File: src/rtl/tcca_pkg.sv
package tcca_pkg;

    localparam int QUEUE_DEPTH = 16;
    localparam int ID_BITS     = 16;
    localparam int PTR_W       = (QUEUE_DEPTH > 1) ? $clog2(QUEUE_DEPTH) : 1;
    localparam int FILL_W      = $clog2(QUEUE_DEPTH + 1);
    localparam int CNT_W       = 4;
    localparam int LIM_W       = 4;
    localparam int APB_DW      = 32;
    localparam int APB_AW      = 4;

    localparam logic [LIM_W-1:0] TOTAL_LIMIT_RST   = 4'd5;
    localparam logic [LIM_W-1:0] CLASS_A_LIMIT_RST = 4'd3;
    localparam logic [LIM_W-1:0] CLASS_B_LIMIT_RST = 4'd3;

    localparam logic [1:0] REG_TOTAL_LIMIT   = 2'd0;
    localparam logic [1:0] REG_CLASS_A_LIMIT = 2'd1;
    localparam logic [1:0] REG_CLASS_B_LIMIT = 2'd2;

    typedef enum logic [1:0] {
        REQ_ENQ_A = 2'd0,
        REQ_ENQ_B = 2'd1,
        REQ_DEP_A = 2'd2,
        REQ_DEP_B = 2'd3
    } t_req_type;

    typedef enum logic {
        ST_IDLE = 1'b0,
        ST_READ = 1'b1
    } t_state;

    typedef struct packed {
        t_req_type          req_type;
        logic [ID_BITS-1:0] request_id;
    } t_in_item;

    typedef struct packed {
        logic               admit_valid;
        logic [ID_BITS-1:0] admit_id;
        logic               admit_class_b;
        logic               enqueue_dropped;
        logic [CNT_W-1:0]   holding_total;
        logic [CNT_W-1:0]   holding_class_a;
        logic [CNT_W-1:0]   holding_class_b;
        logic [FILL_W-1:0]  waiting_class_a;
        logic [FILL_W-1:0]  waiting_class_b;
    } t_out_item;

    typedef struct packed {
        logic [LIM_W-1:0] total_limit;
        logic [LIM_W-1:0] class_a_limit;
        logic [LIM_W-1:0] class_b_limit;
    } t_limits;

    typedef struct packed {
        logic               we;
        logic [PTR_W-1:0]   waddr;
        logic [ID_BITS-1:0] wdata;
        logic               re;
        logic [PTR_W-1:0]   raddr;
    } t_ram_req;

endpackage

File: src/rtl/tcca_ram.sv
module tcca_ram #(
    parameter int DEPTH  = 16,
    parameter int WIDTH  = 16,
    parameter int ADDR_W = (DEPTH > 1) ? $clog2(DEPTH) : 1
) (
    input  logic              i_clk,
    input  logic              i_we,
    input  logic [ADDR_W-1:0] i_waddr,
    input  logic [WIDTH-1:0]  i_wdata,
    input  logic              i_re,
    input  logic [ADDR_W-1:0] i_raddr,
    output logic [WIDTH-1:0]  o_rdata
);

    logic [WIDTH-1:0] r_mem [DEPTH];
    logic [WIDTH-1:0] r_rdata;

    always_ff @(posedge i_clk) begin
        if (i_we) begin
            r_mem[i_waddr] <= i_wdata;
        end
    end

    // hold read data until the next read
    always_ff @(posedge i_clk) begin
        if (i_re) begin
            r_rdata <= r_mem[i_raddr];
        end
    end

    assign o_rdata = r_rdata;

endmodule

File: src/rtl/tcca_cfg.sv
module tcca_cfg (
    input  logic                    i_clk,
    input  logic                    i_rst_n,
    input  logic                    psel,
    input  logic                    penable,
    input  logic                    pwrite,
    input  logic [tcca_pkg::APB_AW-1:0] paddr,
    input  logic [tcca_pkg::APB_DW-1:0] pwdata,
    output logic [tcca_pkg::APB_DW-1:0] prdata,
    output logic                    pready,
    output tcca_pkg::t_limits       o_limits
);
    import tcca_pkg::*;

    logic [LIM_W-1:0] r_total_limit;
    logic [LIM_W-1:0] r_class_a_limit;
    logic [LIM_W-1:0] r_class_b_limit;
    logic             wr_en;
    logic [1:0]       reg_idx;

    assign pready  = 1'b1;
    assign wr_en   = psel & penable & pwrite & pready;
    assign reg_idx = paddr[3:2];

    always_ff @(posedge i_clk) begin
        if (!i_rst_n) begin
            r_total_limit   <= TOTAL_LIMIT_RST;
            r_class_a_limit <= CLASS_A_LIMIT_RST;
            r_class_b_limit <= CLASS_B_LIMIT_RST;
        end else if (wr_en) begin
            case (reg_idx)
                REG_TOTAL_LIMIT:   r_total_limit   <= pwdata[LIM_W-1:0];
                REG_CLASS_A_LIMIT: r_class_a_limit <= pwdata[LIM_W-1:0];
                REG_CLASS_B_LIMIT: r_class_b_limit <= pwdata[LIM_W-1:0];
                default: ;
            endcase
        end
    end

    always_comb begin
        prdata = '0;
        case (reg_idx)
            REG_TOTAL_LIMIT:   prdata[LIM_W-1:0] = r_total_limit;
            REG_CLASS_A_LIMIT: prdata[LIM_W-1:0] = r_class_a_limit;
            REG_CLASS_B_LIMIT: prdata[LIM_W-1:0] = r_class_b_limit;
            default:           prdata = '0;
        endcase
    end

    assign o_limits.total_limit   = r_total_limit;
    assign o_limits.class_a_limit = r_class_a_limit;
    assign o_limits.class_b_limit = r_class_b_limit;

endmodule

File: src/rtl/tcca_core.sv
module tcca_core (
    input  logic                 i_clk,
    input  logic                 i_rst_n,
    input  tcca_pkg::t_limits    i_limits,
    input  logic                 i_in_valid,
    output logic                 o_in_ready,
    input  tcca_pkg::t_in_item   i_in_item,
    output logic                 o_out_valid,
    input  logic                 i_out_ready,
    output tcca_pkg::t_out_item  o_out_item,
    output tcca_pkg::t_ram_req   o_ram_a,
    output tcca_pkg::t_ram_req   o_ram_b,
    input  logic [tcca_pkg::ID_BITS-1:0] i_rdata_a,
    input  logic [tcca_pkg::ID_BITS-1:0] i_rdata_b
);
    import tcca_pkg::*;

    localparam logic [PTR_W:0]    DEPTH_P = (PTR_W + 1)'(QUEUE_DEPTH);
    localparam logic [FILL_W-1:0] DEPTH_F = FILL_W'(QUEUE_DEPTH);
    localparam logic [PTR_W-1:0]  LAST_P  = PTR_W'(QUEUE_DEPTH - 1);

    t_state r_state, n_state;

    logic [PTR_W-1:0]   r_head_a, n_head_a, r_head_b, n_head_b;
    logic [FILL_W-1:0]  r_fill_a, n_fill_a, r_fill_b, n_fill_b;
    logic [CNT_W-1:0]   r_cnt_t, n_cnt_t, r_cnt_a, n_cnt_a, r_cnt_b, n_cnt_b;
    logic               r_adm, r_cls_b, r_fwd, r_drop;
    logic [ID_BITS-1:0] r_fwd_id;
    logic               r_out_valid, n_out_valid;
    t_out_item          r_out_item, n_out_item;

    logic               accept, out_free;
    logic               enq_a, enq_b, push_a, push_b, dep;
    logic               adm_a, adm_b, fwd, drop;
    logic [FILL_W-1:0]  fill_a1, fill_b1;
    logic [CNT_W-1:0]   cnt_t1, cnt_a1, cnt_b1;
    logic [PTR_W:0]     sum_a, sum_b;
    logic [PTR_W-1:0]   tail_a, tail_b;
    logic [ID_BITS-1:0] adm_id;

    assign o_in_ready = (r_state == ST_IDLE);
    assign accept     = i_in_valid & o_in_ready;
    assign out_free   = !r_out_valid || i_out_ready;

    // event decode, queue tails and post-event counts
    always_comb begin
        enq_a  = (i_in_item.req_type == REQ_ENQ_A);
        enq_b  = (i_in_item.req_type == REQ_ENQ_B);
        dep    = !enq_a && !enq_b;
        push_a = enq_a && (r_fill_a != DEPTH_F);
        push_b = enq_b && (r_fill_b != DEPTH_F);
        drop   = (enq_a && !push_a) || (enq_b && !push_b);

        sum_a  = {1'b0, r_head_a} + r_fill_a[PTR_W:0];
        sum_b  = {1'b0, r_head_b} + r_fill_b[PTR_W:0];
        tail_a = (sum_a >= DEPTH_P) ? PTR_W'(sum_a - DEPTH_P) : sum_a[PTR_W-1:0];
        tail_b = (sum_b >= DEPTH_P) ? PTR_W'(sum_b - DEPTH_P) : sum_b[PTR_W-1:0];

        fill_a1 = r_fill_a + FILL_W'(push_a);
        fill_b1 = r_fill_b + FILL_W'(push_b);

        cnt_t1 = (dep && r_cnt_t != '0) ? r_cnt_t - 1'b1 : r_cnt_t;
        cnt_a1 = (i_in_item.req_type == REQ_DEP_A && r_cnt_a != '0) ?
                 r_cnt_a - 1'b1 : r_cnt_a;
        cnt_b1 = (i_in_item.req_type == REQ_DEP_B && r_cnt_b != '0) ?
                 r_cnt_b - 1'b1 : r_cnt_b;

        adm_a = (fill_a1 != '0) && (cnt_a1 < i_limits.class_a_limit) &&
                (cnt_t1 < i_limits.total_limit);
        adm_b = !adm_a && (fill_b1 != '0) && (cnt_b1 < i_limits.class_b_limit) &&
                (cnt_t1 < i_limits.total_limit);
        // an entry written by this same event is not yet visible at the read port
        fwd   = (adm_a && push_a && r_fill_a == '0) ||
                (adm_b && push_b && r_fill_b == '0);
    end

    always_comb begin
        o_ram_a.we    = accept && push_a;
        o_ram_a.waddr = tail_a;
        o_ram_a.wdata = i_in_item.request_id;
        o_ram_a.re    = accept;
        o_ram_a.raddr = r_head_a;
        o_ram_b.we    = accept && push_b;
        o_ram_b.waddr = tail_b;
        o_ram_b.wdata = i_in_item.request_id;
        o_ram_b.re    = accept;
        o_ram_b.raddr = r_head_b;
    end

    always_comb begin
        n_head_a = r_head_a;
        n_head_b = r_head_b;
        n_fill_a = r_fill_a;
        n_fill_b = r_fill_b;
        n_cnt_t  = r_cnt_t;
        n_cnt_a  = r_cnt_a;
        n_cnt_b  = r_cnt_b;
        if (accept) begin
            n_fill_a = fill_a1 - FILL_W'(adm_a);
            n_fill_b = fill_b1 - FILL_W'(adm_b);
            n_cnt_t  = cnt_t1 + CNT_W'(adm_a || adm_b);
            n_cnt_a  = cnt_a1 + CNT_W'(adm_a);
            n_cnt_b  = cnt_b1 + CNT_W'(adm_b);
            if (adm_a) begin
                n_head_a = (r_head_a == LAST_P) ? '0 : r_head_a + 1'b1;
            end
            if (adm_b) begin
                n_head_b = (r_head_b == LAST_P) ? '0 : r_head_b + 1'b1;
            end
        end
    end

    always_comb begin
        n_state     = r_state;
        n_out_valid = r_out_valid;
        n_out_item  = r_out_item;
        adm_id      = r_fwd ? r_fwd_id : (r_cls_b ? i_rdata_b : i_rdata_a);
        if (r_out_valid && i_out_ready) begin
            n_out_valid = 1'b0;
        end
        case (r_state)
            ST_IDLE: begin
                if (accept) begin
                    n_state = ST_READ;
                end
            end
            ST_READ: begin
                // hold the result until the output slot frees
                if (out_free) begin
                    n_out_valid                = 1'b1;
                    n_out_item.admit_valid     = r_adm;
                    n_out_item.admit_id        = r_adm ? adm_id : '0;
                    n_out_item.admit_class_b   = r_adm && r_cls_b;
                    n_out_item.enqueue_dropped = r_drop;
                    n_out_item.holding_total   = r_cnt_t;
                    n_out_item.holding_class_a = r_cnt_a;
                    n_out_item.holding_class_b = r_cnt_b;
                    n_out_item.waiting_class_a = r_fill_a;
                    n_out_item.waiting_class_b = r_fill_b;
                    n_state                    = ST_IDLE;
                end
            end
            default: n_state = ST_IDLE;
        endcase
    end

    always_ff @(posedge i_clk) begin
        if (!i_rst_n) begin
            r_state     <= ST_IDLE;
            r_out_valid <= 1'b0;
            r_head_a    <= '0;
            r_head_b    <= '0;
            r_fill_a    <= '0;
            r_fill_b    <= '0;
            r_cnt_t     <= '0;
            r_cnt_a     <= '0;
            r_cnt_b     <= '0;
            r_adm       <= 1'b0;
        end else begin
            r_state     <= n_state;
            r_out_valid <= n_out_valid;
            r_head_a    <= n_head_a;
            r_head_b    <= n_head_b;
            r_fill_a    <= n_fill_a;
            r_fill_b    <= n_fill_b;
            r_cnt_t     <= n_cnt_t;
            r_cnt_a     <= n_cnt_a;
            r_cnt_b     <= n_cnt_b;
            if (accept) begin
                r_adm <= adm_a || adm_b;
            end
        end
    end

    always_ff @(posedge i_clk) begin
        r_out_item <= n_out_item;
        if (accept) begin
            r_cls_b  <= adm_b;
            r_fwd    <= fwd;
            r_fwd_id <= i_in_item.request_id;
            r_drop   <= drop;
        end
    end

    assign o_out_valid = r_out_valid;
    assign o_out_item  = r_out_item;

endmodule

File: src/rtl/two_class_capacity_admission.sv
// Order: an accepted event beat moves the core to its read state; the result is
// registered from there once the output register is free, and can then be taken.
// The queue store's registered read port (issue head read, then use the data) lets
// the next event in only once the last result is registered; a result that is not
// taken holds off the next event until the output register frees.
// Reset: synchronous, active low; clears queue pointers, fill and holding counts,
// and loads the limits with 5, 3, 3. The queue stores are not cleared.
module two_class_capacity_admission (
    input  logic                        i_clk,
    input  logic                        i_rst_n,
    input  logic                        i_in_valid,
    output logic                        o_in_ready,
    input  tcca_pkg::t_in_item          i_in_item,
    output logic                        o_out_valid,
    input  logic                        i_out_ready,
    output tcca_pkg::t_out_item         o_out_item,
    input  logic                        psel,
    input  logic                        penable,
    input  logic                        pwrite,
    input  logic [tcca_pkg::APB_AW-1:0] paddr,
    input  logic [tcca_pkg::APB_DW-1:0] pwdata,
    output logic [tcca_pkg::APB_DW-1:0] prdata,
    output logic                        pready
);
    import tcca_pkg::*;

    t_limits            limits;
    t_ram_req           ram_a, ram_b;
    logic [ID_BITS-1:0] rdata_a, rdata_b;

    tcca_cfg u_cfg (
        .i_clk    (i_clk),
        .i_rst_n  (i_rst_n),
        .psel     (psel),
        .penable  (penable),
        .pwrite   (pwrite),
        .paddr    (paddr),
        .pwdata   (pwdata),
        .prdata   (prdata),
        .pready   (pready),
        .o_limits (limits)
    );

    tcca_ram #(.DEPTH(QUEUE_DEPTH), .WIDTH(ID_BITS), .ADDR_W(PTR_W)) u_ram_a (
        .i_clk   (i_clk),
        .i_we    (ram_a.we),
        .i_waddr (ram_a.waddr),
        .i_wdata (ram_a.wdata),
        .i_re    (ram_a.re),
        .i_raddr (ram_a.raddr),
        .o_rdata (rdata_a)
    );

    tcca_ram #(.DEPTH(QUEUE_DEPTH), .WIDTH(ID_BITS), .ADDR_W(PTR_W)) u_ram_b (
        .i_clk   (i_clk),
        .i_we    (ram_b.we),
        .i_waddr (ram_b.waddr),
        .i_wdata (ram_b.wdata),
        .i_re    (ram_b.re),
        .i_raddr (ram_b.raddr),
        .o_rdata (rdata_b)
    );

    tcca_core u_core (
        .i_clk       (i_clk),
        .i_rst_n     (i_rst_n),
        .i_limits    (limits),
        .i_in_valid  (i_in_valid),
        .o_in_ready  (o_in_ready),
        .i_in_item   (i_in_item),
        .o_out_valid (o_out_valid),
        .i_out_ready (i_out_ready),
        .o_out_item  (o_out_item),
        .o_ram_a     (ram_a),
        .o_ram_b     (ram_b),
        .i_rdata_a   (rdata_a),
        .i_rdata_b   (rdata_b)
    );

endmodule

File: config.mk
export PLATFORM = sky130hd
export DESIGN_NAME = two_class_capacity_admission
export DESIGN_NICKNAME = d
export VERILOG_FILES = /design/src/rtl/tcca_pkg.sv /design/src/rtl/tcca_ram.sv /design/src/rtl/tcca_cfg.sv /design/src/rtl/tcca_core.sv /design/src/rtl/two_class_capacity_admission.sv
export SDC_FILE = /design/constraint.sdc
export NUM_CORES = 1
export LEC_CHECK = 0
export BUFFER_PORTS_ARGS = -buffer_cell sky130_fd_sc_hd__buf_2
export CORE_MARGIN = 5
export CORE_UTILIZATION = 40
export CTS_CLUSTER_SIZE = 14
export DETAILED_ROUTE_END_ITERATION = 8
export MAX_ROUTING_LAYER = met4
export PLACE_DENSITY_LB_ADDON = 0.3
export SKIP_CTS_REPAIR_TIMING = 1
export SYNTH_ARGS = -nofsm -noshare
export SYNTH_HDL_FRONTEND = slang
export SYNTH_SLANG_ARGS = --single-unit
File: constraint.sdc
create_clock -name i_clk -period 7 [get_ports i_clk]
set_input_delay 0.35 -clock i_clk [delete_from_list [all_inputs] [get_ports i_clk]]
set_output_delay 0.35 -clock i_clk [all_outputs]
set_load 0.02 [all_outputs]
==> results of run 1 <==
[final timing paths]
path              slack [ns]                                   to                            start
hold reg to reg         0.48      u_core.o_out_item[22]$_DFFE_PP_          u_core.r_drop$_DFFE_PP_
setup / recovery        2.55      u_core.r_fill_a[4]$_SDFFE_PN0P_  u_core.r_fill_a[2]$_SDFFE_PN0P_
hold / removal          0.03  u_cfg.r_total_limit[0]$_SDFFE_PN1P_                        pwdata[0]
setup reg to reg        2.55      u_core.r_fill_a[4]$_SDFFE_PN0P_  u_core.r_fill_a[2]$_SDFFE_PN0P_
[final cells by class]
cell class | count | area (um^2) | share of cell area [%]
inverters | 31 | 118 | 0.395
multi-input cells | 641 | 6640 | 22.3
flip-flops and latches | 649 | 19000 | 64.0
clock buffers | 90 | 1850 | 6.20
repair buffers | 121 | 716 | 2.40
well taps | 855 | 1070 | 3.59
clock inverters | 28 | 342 | 1.15
[metrics by stage]
step | cell area (um^2) | hold WS [ns] | std cells | util (%) | worst slack [ns]
4_1_cts | 29800 | -0.0104 | 2415 | 46.0 | 2.52
2_1_floorplan | 26300 | 0.400 | 1417 | - | 3.09
5_1_grt | 29800 | 0.00175 | 2415 | 46.0 | 2.25
6_report | 29800 | 0.0305 | 2415 | 46.0 | 2.55
3_5_place_dp | 27600 | 0.455 | 2297 | 42.7 | 2.56
3_3_place_gp | 27600 | 0.454 | 2297 | 42.7 | 2.62
[synth_stat cells, types with 6 or more instances]
| cell | count | area (um^2) |
|---|---|---|
| edfxtp_1 | 604 | 18100 |
| mux4_2 | 160 | 3600 |
| nand2_1 | 96 | 360 |
| nor2_1 | 59 | 221 |
| clkbuf_1 | 49 | 184 |
| dfxtp_1 | 45 | 901 |
| a21oi_1 | 37 | 185 |
| o21ai_0 | 35 | 175 |
| ha_1 | 34 | 425 |
| buf_4 | 32 | 240 |
| inv_1 | 30 | 113 |
| mux2i_1 | 30 | 300 |
| and2_1 | 20 | 125 |
| nand3_1 | 19 | 95.1 |
| xnor2_1 | 14 | 123 |
| buf_2 | 13 | 65.1 |
| xor2_1 | 9 | 78.8 |
| nand3b_1 | 7 | 52.6 |
| nor4_1 | 7 | 43.8 |
| a31oi_1 | 6 | 37.5 |
[cells by family after synthesis]
group | synth area share, %
DFF | 72.7
and+or+nand+nor | 4.65
muxes | 15.1
buffers and inverters | 2.37
AOI/OAI and AO/OA | 2.63
adders and majority gates | 1.78
xor gates and xnor gates | 0.769
other | 0.0287
[placed cells by master, fill, tap and decap left out, types with 5 or more instances in the layout]
cell and n:
mux2i_1 30, a21oi_1 37, or3_1 5, dfxtp_1 41
conb_1 29, clkinv_1 8, mux2_2 5, ha_1 34
nand3_1 19, a211oi_1 5, o211ai_1 5, nor4_1 7
a21o_1 5, clkbuf_16 70, inv_1 29, buf_4 44
nor3b_1 5, o21ai_0 35, buf_2 77, a31oi_1 6
nor2b_1 5, nor2_1 59, xnor2_1 14, clkbuf_1 18
nand3b_1 7, mux4_2 160, nand2_1 96, xor2_1 9
and2_1 19, clkinv_2 9, edfxtp_1 604, bufinv_16 5
[sequential cells by signal, indices dropped and copies added (netlist names), 5 cells and up]
signal / cells
u_ram_a.r_mem: 256
u_ram_b.r_mem: 256
u_core.o_out_item: 41
u_core.r_fwd_id: 16
u_ram_a.o_rdata: 16
u_ram_b.o_rdata: 16
u_core.r_fill_a: 5
u_core.r_fill_b: 5
[routing by layer]
metal	vias to the layer above	GRT usage, %
li1	5733	-
met1	6847	22.8
met2	420	24.7
met3	96	2.98
met4	0	4.01
met5	-	-
[where the power goes]
group | switching (uW) | internal, uW
Clock | 1480 | 2060
Sequential | 192 | 4440
Combinational | 857 | 789
[tightest hold or removal path, stage by stage]
cell and delay, ns:
buf_2 0.11, mux2i_1 0.07, nand2_1 0.06
==> impl_metrics.py, run 1 <==
metrics = {
    "power_and_ir_drop": {
        "powerDensity_nw_per_um2": 330,
        "max-vdd-ir-drop_mv": 0.214,
        "p_leak_uw": 0.00966,
        "finalPower_uw": 9820,
    },
    "logic_synthesis": {
        "yosysSeqAreaShare_pct": 72.7,
        "yosys_warnings": 0,
        "synthFlopType": "edfxtp_1",
        "syn_area_um2": 26200,
        "avgSynthCellArea_um2": 18.8,
        "synth_edf_count": 604,
        "async_flop_share_pct": 0,
        "ys_types": 59,
        "synth_cells": 1390,
        "ys_ff_latch": 649,
    },
    "run": {
        "max_cap_violations": 0,
    },
    "floorplan": {
        "die_h_um": 266,
        "fp.dieArea_um2": 70700,
        "rows": 93,
        "start_util_pct": 40.5,
        "core_area_um2": 64700,
        "die_w_um": 266,
        "pin_count": 137,
    },
    "sta": {
        "setup_viol_count_final": 0,
        "max_freq_mhz": 225,
        "tns_ns": 0,
        "period_share_pct": 63.5,
        "slew_violations": 0,
        "finalHoldViolCount": 0,
        "fin_skew_ns": 0.0350,
        "rsz0062_at_grt": "no",
        "finalCriticalPeriod_ns": 4.45,
        "tightest_slew_ns": 1.17,
        "relSlewSlack_pct": 22.1,
    },
    "hold_path": {
        "hold_path_class": "input pin to register",
        "hold_path_depth": 3,
    },
    "worst_setup_path": {
        "endpoint_kind": "register",
        "cpMostUsedCell": "ha_1",
        "arrival_ns": 4.92,
        "cp.required_ns": 7.47,
        "crit_family": "compound AO/OA/AOI/OAI gates",
        "r2r_cells": 18,
        "crit_cells": 18,
        "cpMaxStageDelayCell": "nor4_1",
        "crit_fanout": 10,
        "worstSetupPathType": "register to register",
        "max_stage_delay_ns": 0.52,
        "worstSetupStartpointType": "register",
        "worstPathCellList": "nor4_1 > a21oi_1 > nor2b_1 > ha_1 > ha_1 > nand3_1 > nor2_1 > o311a_1 > a211oi_1 > nand2_1 > inv_1 > ha_1 > ha_1 > mux2_2 > a21oi_1 > o21ai_0 > nand2_1 > a21oi_1",
        "worst-path-buf-inv": 1,
    },
    "routing": {
        "wl_met2_um": 26600,
        "dr.pass1.iters": 5,
        "drc": 0,
        "routedWlPerCell_um": 23.3,
        "dr.first_iter.drc_count": 1110,
        "wl_met1_um": 25400,
        "postRouteAntennaNets": 0,
        "drt_wl_total_um": 56200,
        "routed.top_layer": "met4",
        "vias": 13100,
        "wl_met3_um": 3110,
        "via_per_inst": 5.42,
    },
    "cells_and_area": {
        "area_growth_pct": 13.7,
        "drive_gt1_share_pct": 25.4,
        "layout.nets": 1609,
        "fill_cells": 5487,
        "diodes": 0,
    },
    "run_status": {
        "status": "complete, no violations",
    },
    "global_route": {
        "globalRouteOverflowTotal": 0,
        "grt_pass1_vias": 13200,
        "antenna_found_initial": 0,
        "grtUsageTotal_pct": 16.1,
        "grt_start_max_net_pins": 67,
        "grt_pass1_wl_um": 83800,
    },
    "placed_design": {
        "dpl.hpwl_um": 32300,
        "portBuffers": 77,
        "gp_congestion": 0.823,
    },
    "clock_tree": {
        "clock-sinks": 649,
        "cts_root_buf": "clkbuf_16",
        "cts_buffer_depth": 3,
        "path_clk_slew_ns": 0.06,
        "clkLatencyLatePin_ns": 0.62,
        "h-tree-depth": 3,
        "numCtsBuffers": 68,
        "cts_tree": "yes",
    },
}
Note: power is estimated with default switching activity, not from simulation.
==> inputs of run 2 (changes only) <==
- clock period: 7 -> 3.59 ns (I/O delays scaled with it)
==> run 2 against run 1 <==
Effect of this change:
- non-clock buffer count up 70
- final area up 2.4%
- total power grew 99%
- flip-flop and latch count is the same
- critical path type unchanged
==> impl_metrics.py, run 2 (synthesis gave the netlist of run 1 again) <==
metrics = {
    "run_status": {
        "status": "complete, no violations",
    },
    "floorplan": {
        "pin_count": 137,
        "rows": 93,
        "die_h_um": 266,
        "start_util_pct": 40.5,
        "die_w_um": 266,
        "fp.dieArea_um2": 70700,
        "core_area_um2": 64700,
    },
    "worst_setup_path": {
        "cp.required_ns": 4.05,
        "cpMostUsedCell": "a21oi_1",
        "worst-path-buf-inv": 3,
        "crit_family": "multiplexers",
        "endpoint_kind": "register",
        "max_stage_delay_ns": 0.40,
        "worstSetupStartpointType": "register",
        "cpMaxStageDelayCell": "mux2_2",
        "crit_fanout": 5,
        "worstSetupPathType": "register to register",
        "arrival_ns": 3.91,
        "worstPathCellList": "nor4b_1 > mux2_2 > ha_1 > a21oi_1 > nand3b_1 > o21ai_1 > buf_4 > buf_4 > nand3_2 > inv_2 > ha_4 > ha_4 > mux2_2 > a21oi_1 > o21ai_1 > nand2_1 > a21oi_1",
    },
    "cells_and_area": {
        "area_growth_pct": 16.4,
        "layout.nets": 1680,
        "final_common_cell": "edfxtp_1",
        "layout_common_cells": "edfxtp_1 (604), mux4_2 (160), buf_4 (100)",
        "diodes": 0,
        "drive_gt1_share_pct": 29.1,
        "design_area_um2": 30500,
    },
    "clock_tree": {
        "cts_root_buf": "clkbuf_16",
        "clkLatencyLatePin_ns": 0.60,
        "clock-sinks": 649,
        "path_clk_slew_ns": 0.06,
        "numCtsBuffers": 69,
        "h-tree-depth": 3,
        "cts_buffer_depth": 3,
        "cts_tree": "yes",
    },
    "global_route": {
        "top_usage_layer": "met2",
        "grt_pass1_vias": 13300,
        "met2_usage_pct": 24.6,
        "globalRouteOverflowTotal": 0,
        "antenna_found_initial": 0,
        "use_met1_pct": 23.6,
        "grtUsageTotal_pct": 16.3,
        "grt.met3_usage_pct": 3.05,
        "grt_start_max_net_pins": 81,
        "grt_pass1_wl_um": 84500,
    },
    "routing": {
        "vias": 13200,
        "postRouteAntennaNets": 0,
        "dr.first_iter.drc_count": 1183,
        "dr.pass1.iters": 6,
        "drt_wl_total_um": 56900,
        "drc": 0,
        "via_per_inst": 5.31,
        "routedWlPerCell_um": 22.8,
    },
    "run": {
        "max_cap_violations": 0,
    },
    "power_and_ir_drop": {
        "max-vdd-ir-drop_mv": 0.435,
        "p_leak_uw": 0.0100,
        "powerDensity_nw_per_um2": 642,
    },
    "placed_design": {
        "gp_congestion": 0.834,
        "placed_area_um2": 28100,
        "portBuffers": 77,
        "dpl.hpwl_um": 33200,
    },
    "hold_path": {
        "hold_path_class": "input pin to register",
    },
    "sta": {
        "finalHoldViolCount": 0,
        "period_share_pct": 95.9,
        "setup_viol_count_final": 0,
        "relSlewSlack_pct": 20.9,
        "max_freq_mhz": 290,
        "rsz0062_at_grt": "yes",
        "whs_ns": 0.00855,
        "tns_ns": 0,
        "tightest_slew_ns": 1.19,
        "finalCriticalPeriod_ns": 3.44,
        "slew_violations": 0,
        "fin_skew_ns": 0.0228,
    },
}
-- run 2: changes by cell type in the layout (fill, tap and decap cells not counted), moves of 3 or more --
cell,before,now
buf_4,44,100
dlygate4sd3_1,0,11
clkinv_1,8,18
ha_1,34,25
ha_2,0,5
ha_4,0,4
buf_12,0,3
bufinv_16,5,2
clkbuf_1,18,15
-- run 2: final timing paths --
check                                                             end  cells past startpoint                           start  slack (ns)
worst max register to register        u_core.r_fill_b[4]$_SDFFE_PN0P_                     17  u_core.r_cnt_t[1]$_SDFFE_PN0P_        0.15
worst min register to register        u_core.o_out_item[22]$_DFFE_PP_                      0         u_core.r_drop$_DFFE_PP_        0.46
worst min-delay path            u_cfg.r_class_a_limit[0]$_SDFFE_PN1P_                      3                        paddr[2]       0.009
worst max-delay path                  u_core.r_fill_b[4]$_SDFFE_PN0P_                     17  u_core.r_cnt_t[1]$_SDFFE_PN0P_        0.15
-- run 2: routing by layer --
layer	wire length [um]	share of wire, %	vias up
li1	-	-	5900
met4	973	1.7	0
met3	3040	5.3	83
met1	26100	46	6866
met2	26800	47	383
met5	0	0	-
-- run 2: worst register-to-register path: cells and delay by family (launching register included) --
family	cells	cell delay, ns
AO/OA/AOI/OAI	5	0.69
adder cells (fa/ha/maj)	3	0.58
buffers and inverters	3	0.37
flip-flops	1	0.35
multiplexers	2	0.72
AND/OR/NAND/NOR	4	0.61
-- run 2: area by class of cell --
cell class	instances	area, um^2
inverters	31	118
repair buffers	191	1310
clock buffers	88	1870
clock inverters	36	298
fillers	5423	34200
flip-flops and latches	649	19000
multi-input cells	641	6790
well taps	855	1070
-- run 2: power breakdown --
part | switching (uW) | internal (uW) | total, uW
Combinational | 1980 | 1930 | 3910
Sequential | 219 | 8660 | 8880
Clock | 2910 | 3870 | 6780
Total | 5110 | 14500 | 19600
-- run 2: through the flow --
stage,total power (uW),worst slack [ns],util (%),cells
after floorplan,11700,-0.0256,-,1417
after global placement,12800,0.0383,43.5,2352
after detailed placement,12800,0.00841,43.5,2352
after CTS,19600,-0.0220,46.8,2476
after global routing,20500,-0.0651,47.1,2491
final,19600,0.146,47.1,2491
==> inputs of run 3 (changes only) <==
- CELL_PAD_IN_SITES_DETAIL_PLACEMENT: default -> 0
- CELL_PAD_IN_SITES_GLOBAL_PLACEMENT: default -> 1
==> run 3 against run 2 <==
Effect of this change:
- via count fell by 1.4%
- sequential power rose by 0.6%
- core utilization fell by 0.27 points
- total power fell by 1.6%
- final cell count fell by 0.56%
- largest cell class unchanged
- critical path type unchanged
==> impl_metrics.py, run 3 (synthesis gave the netlist of run 1 again) <==
metrics = {
    "worst_setup_path": {
        "cpMaxStageDelayCell": "or3b_4",
        "max_stage_delay_ns": 0.38,
        "worstSetupPathType": "register to register",
        "worstPathCellList": "inv_1 > ha_2 > or3b_4 > and4_4 > xor2_1 > ha_1 > buf_4 > a2111oi_4 > nand3_2 > inv_2 > ha_4 > ha_4 > mux2_2 > a21oi_2 > o21ai_0 > nand2_1 > a21oi_1",
        "cpMostUsedCell": "ha_4",
        "cp.required_ns": 4.06,
        "crit_fanout": 4,
        "endpoint_kind": "register",
        "worstSetupStartpointType": "register",
        "arrival_ns": 3.83,
    },
    "clock_tree": {
        "clkLatencyLatePin_ns": 0.60,
        "cts_buffer_depth": 3,
        "path_clk_slew_ns": 0.06,
        "cts_tree": "yes",
        "numCtsBuffers": 68,
        "h-tree-depth": 3,
        "clock-sinks": 649,
        "cts_root_buf": "clkbuf_16",
    },
    "sta": {
        "fin_skew_ns": 0.0249,
        "period_share_pct": 93.5,
        "tightest_slew_ns": 1.01,
        "setup_viol_count_final": 0,
        "max_freq_mhz": 298,
        "relSlewSlack_pct": 32.5,
        "tns_ns": 0,
        "rsz0062_at_grt": "no",
        "slew_violations": 0,
        "finalHoldViolCount": 0,
        "finalCriticalPeriod_ns": 3.36,
    },
    "power_and_ir_drop": {
        "max-vdd-ir-drop_mv": 0.386,
        "p_switching_uw": 5000,
        "p_int_uw": 14300,
        "pwr-share-comb_pct": 20.1,
        "p_seq_share_pct": 46.4,
        "p_leak_uw": 0.00991,
        "clockPowerShare_pct": 33.5,
        "powerDensity_nw_per_um2": 635,
        "swShare_pct": 26.0,
    },
    "routing": {
        "routedWlPerCell_um": 23.1,
        "drc": 0,
        "dr.pass1.iters": 5,
        "via_per_inst": 5.27,
        "vias": 13100,
        "drt_wl_total_um": 57300,
        "dr.first_iter.drc_count": 1048,
        "postRouteAntennaNets": 0,
    },
    "global_route": {
        "grt_pass1_wl_um": 84700,
        "antenna_found_initial": 0,
        "globalRouteOverflowTotal": 0,
        "grt_pass1_vias": 13200,
        "grtUsageTotal_pct": 16.5,
        "grt_start_max_net_pins": 69,
    },
    "run_status": {
        "status": "complete, no violations",
    },
    "cells_and_area": {
        "layout.nets": 1674,
        "drive_gt1_share_pct": 29.2,
        "area_growth_pct": 15.7,
        "design_area_um2": 30300,
        "final_common_cell": "edfxtp_1",
        "diodes": 0,
        "layout_common_cells": "edfxtp_1 (604), mux4_2 (160), nand2_1 (96), buf_4 (96), buf_2 (77)",
    },
    "floorplan": {
        "pin_count": 137,
        "rows": 93,
        "die_w_um": 266,
        "die_h_um": 266,
        "core_area_um2": 64700,
        "start_util_pct": 40.5,
        "fp.dieArea_um2": 70700,
    },
    "placed_design": {
        "dpl.hpwl_um": 33200,
        "gp_congestion": 0.795,
        "placed_area_um2": 28100,
        "portBuffers": 77,
    },
    "run": {
        "max_cap_violations": 0,
    },
    "hold_path": {
        "hold_path_class": "input pin to register",
    },
}
run 3: changes by cell type in the layout (fill, tap and decap cells not counted), moves of 2 or more:
| cell | before | now |
|---|---|---|
| clkinv_8 | 2 | 0 |
| dlygate4sd3_1 | 11 | 9 |
| nor2_1 | 59 | 49 |
| clkbuf_16 | 72 | 68 |
| buf_4 | 100 | 96 |
| nor2_2 | 0 | 10 |
| clkinv_1 | 18 | 15 |
| clkbuf_1 | 15 | 18 |
run 3: layout make-up:
| type | instances | area [um^2] |
|---|---|---|
| Clock inverter | 28 | 223 |
| Multi-Input combinational cell | 641 | 6810 |
| Sequential cell | 649 | 19000 |
| Inverter | 31 | 118 |
| Fill cell | 5505 | 34400 |
| Tap cell | 855 | 1070 |
| Clock buffer | 87 | 1780 |
| Timing Repair Buffer | 186 | 1280 |
run 3: layer usage:
metal / track usage (%) / up-vias / wire, um
met5: - / - / 0
met4: 3.66 / 0 / 1050
met3: 2.84 / 97 / 2800
met2: 25.3 / 334 / 27400
met1: 23.6 / 6756 / 26100
li1: - / 5864 / -
run 3: critical path, delay by kind of cell (launching register included):
kind	cells	cell delay (ns)
flip-flops	1	0.31
buffers and inverters	3	0.31
multiplexers	1	0.34
XOR/XNOR	1	0.14
adder cells (fa/ha/maj)	4	0.77
AND/OR/NAND/NOR	4	0.77
AO/OA/AOI/OAI	4	0.58
run 3: worst paths after layout:
path,from,slack [ns],depth (start not counted),end
worst min register to register,u_core.r_drop$_DFFE_PP_,0.46,0,u_core.o_out_item[22]$_DFFE_PP_
worst min-delay path,paddr[2],0.005,3,u_cfg.r_class_a_limit[2]$_SDFFE_PN0P_
worst max-delay path,u_core.r_cnt_b[0]$_SDFFE_PN0P_,0.23,17,u_core.r_fill_b[4]$_SDFFE_PN0P_
worst max register to register,u_core.r_cnt_b[0]$_SDFFE_PN0P_,0.23,17,u_core.r_fill_b[4]$_SDFFE_PN0P_
run 3: stage by stage:
stage / std cells / setup WS [ns] / power [uW] / hold WS (ns) / util (%)
after floorplan: 1417 / -0.0256 / 11700 / 0.278 / -
after global placement: 2350 / 0.0466 / 12800 / 0.451 / 43.5
after detailed placement: 2350 / -0.0515 / 12900 / 0.444 / 43.5
after CTS: 2465 / -0.0658 / 19400 / -0.154 / 46.6
after global routing: 2477 / 0.0250 / 20200 / 0.00731 / 46.9
final: 2477 / 0.232 / 19300 / 0.00510 / 46.9
run 3: power by group through the flow:
stage | sequential, uW | clock (uW) | combinational [uW]
global route | 8960 | 6950 | 4270
finish | 8930 | 6450 | 3880
detailed placement | 9080 | 0 | 3800
CTS | 8920 | 6630 | 3820
floorplan | 8990 | 0 | 2670
global placement | 9070 | 0 | 3760
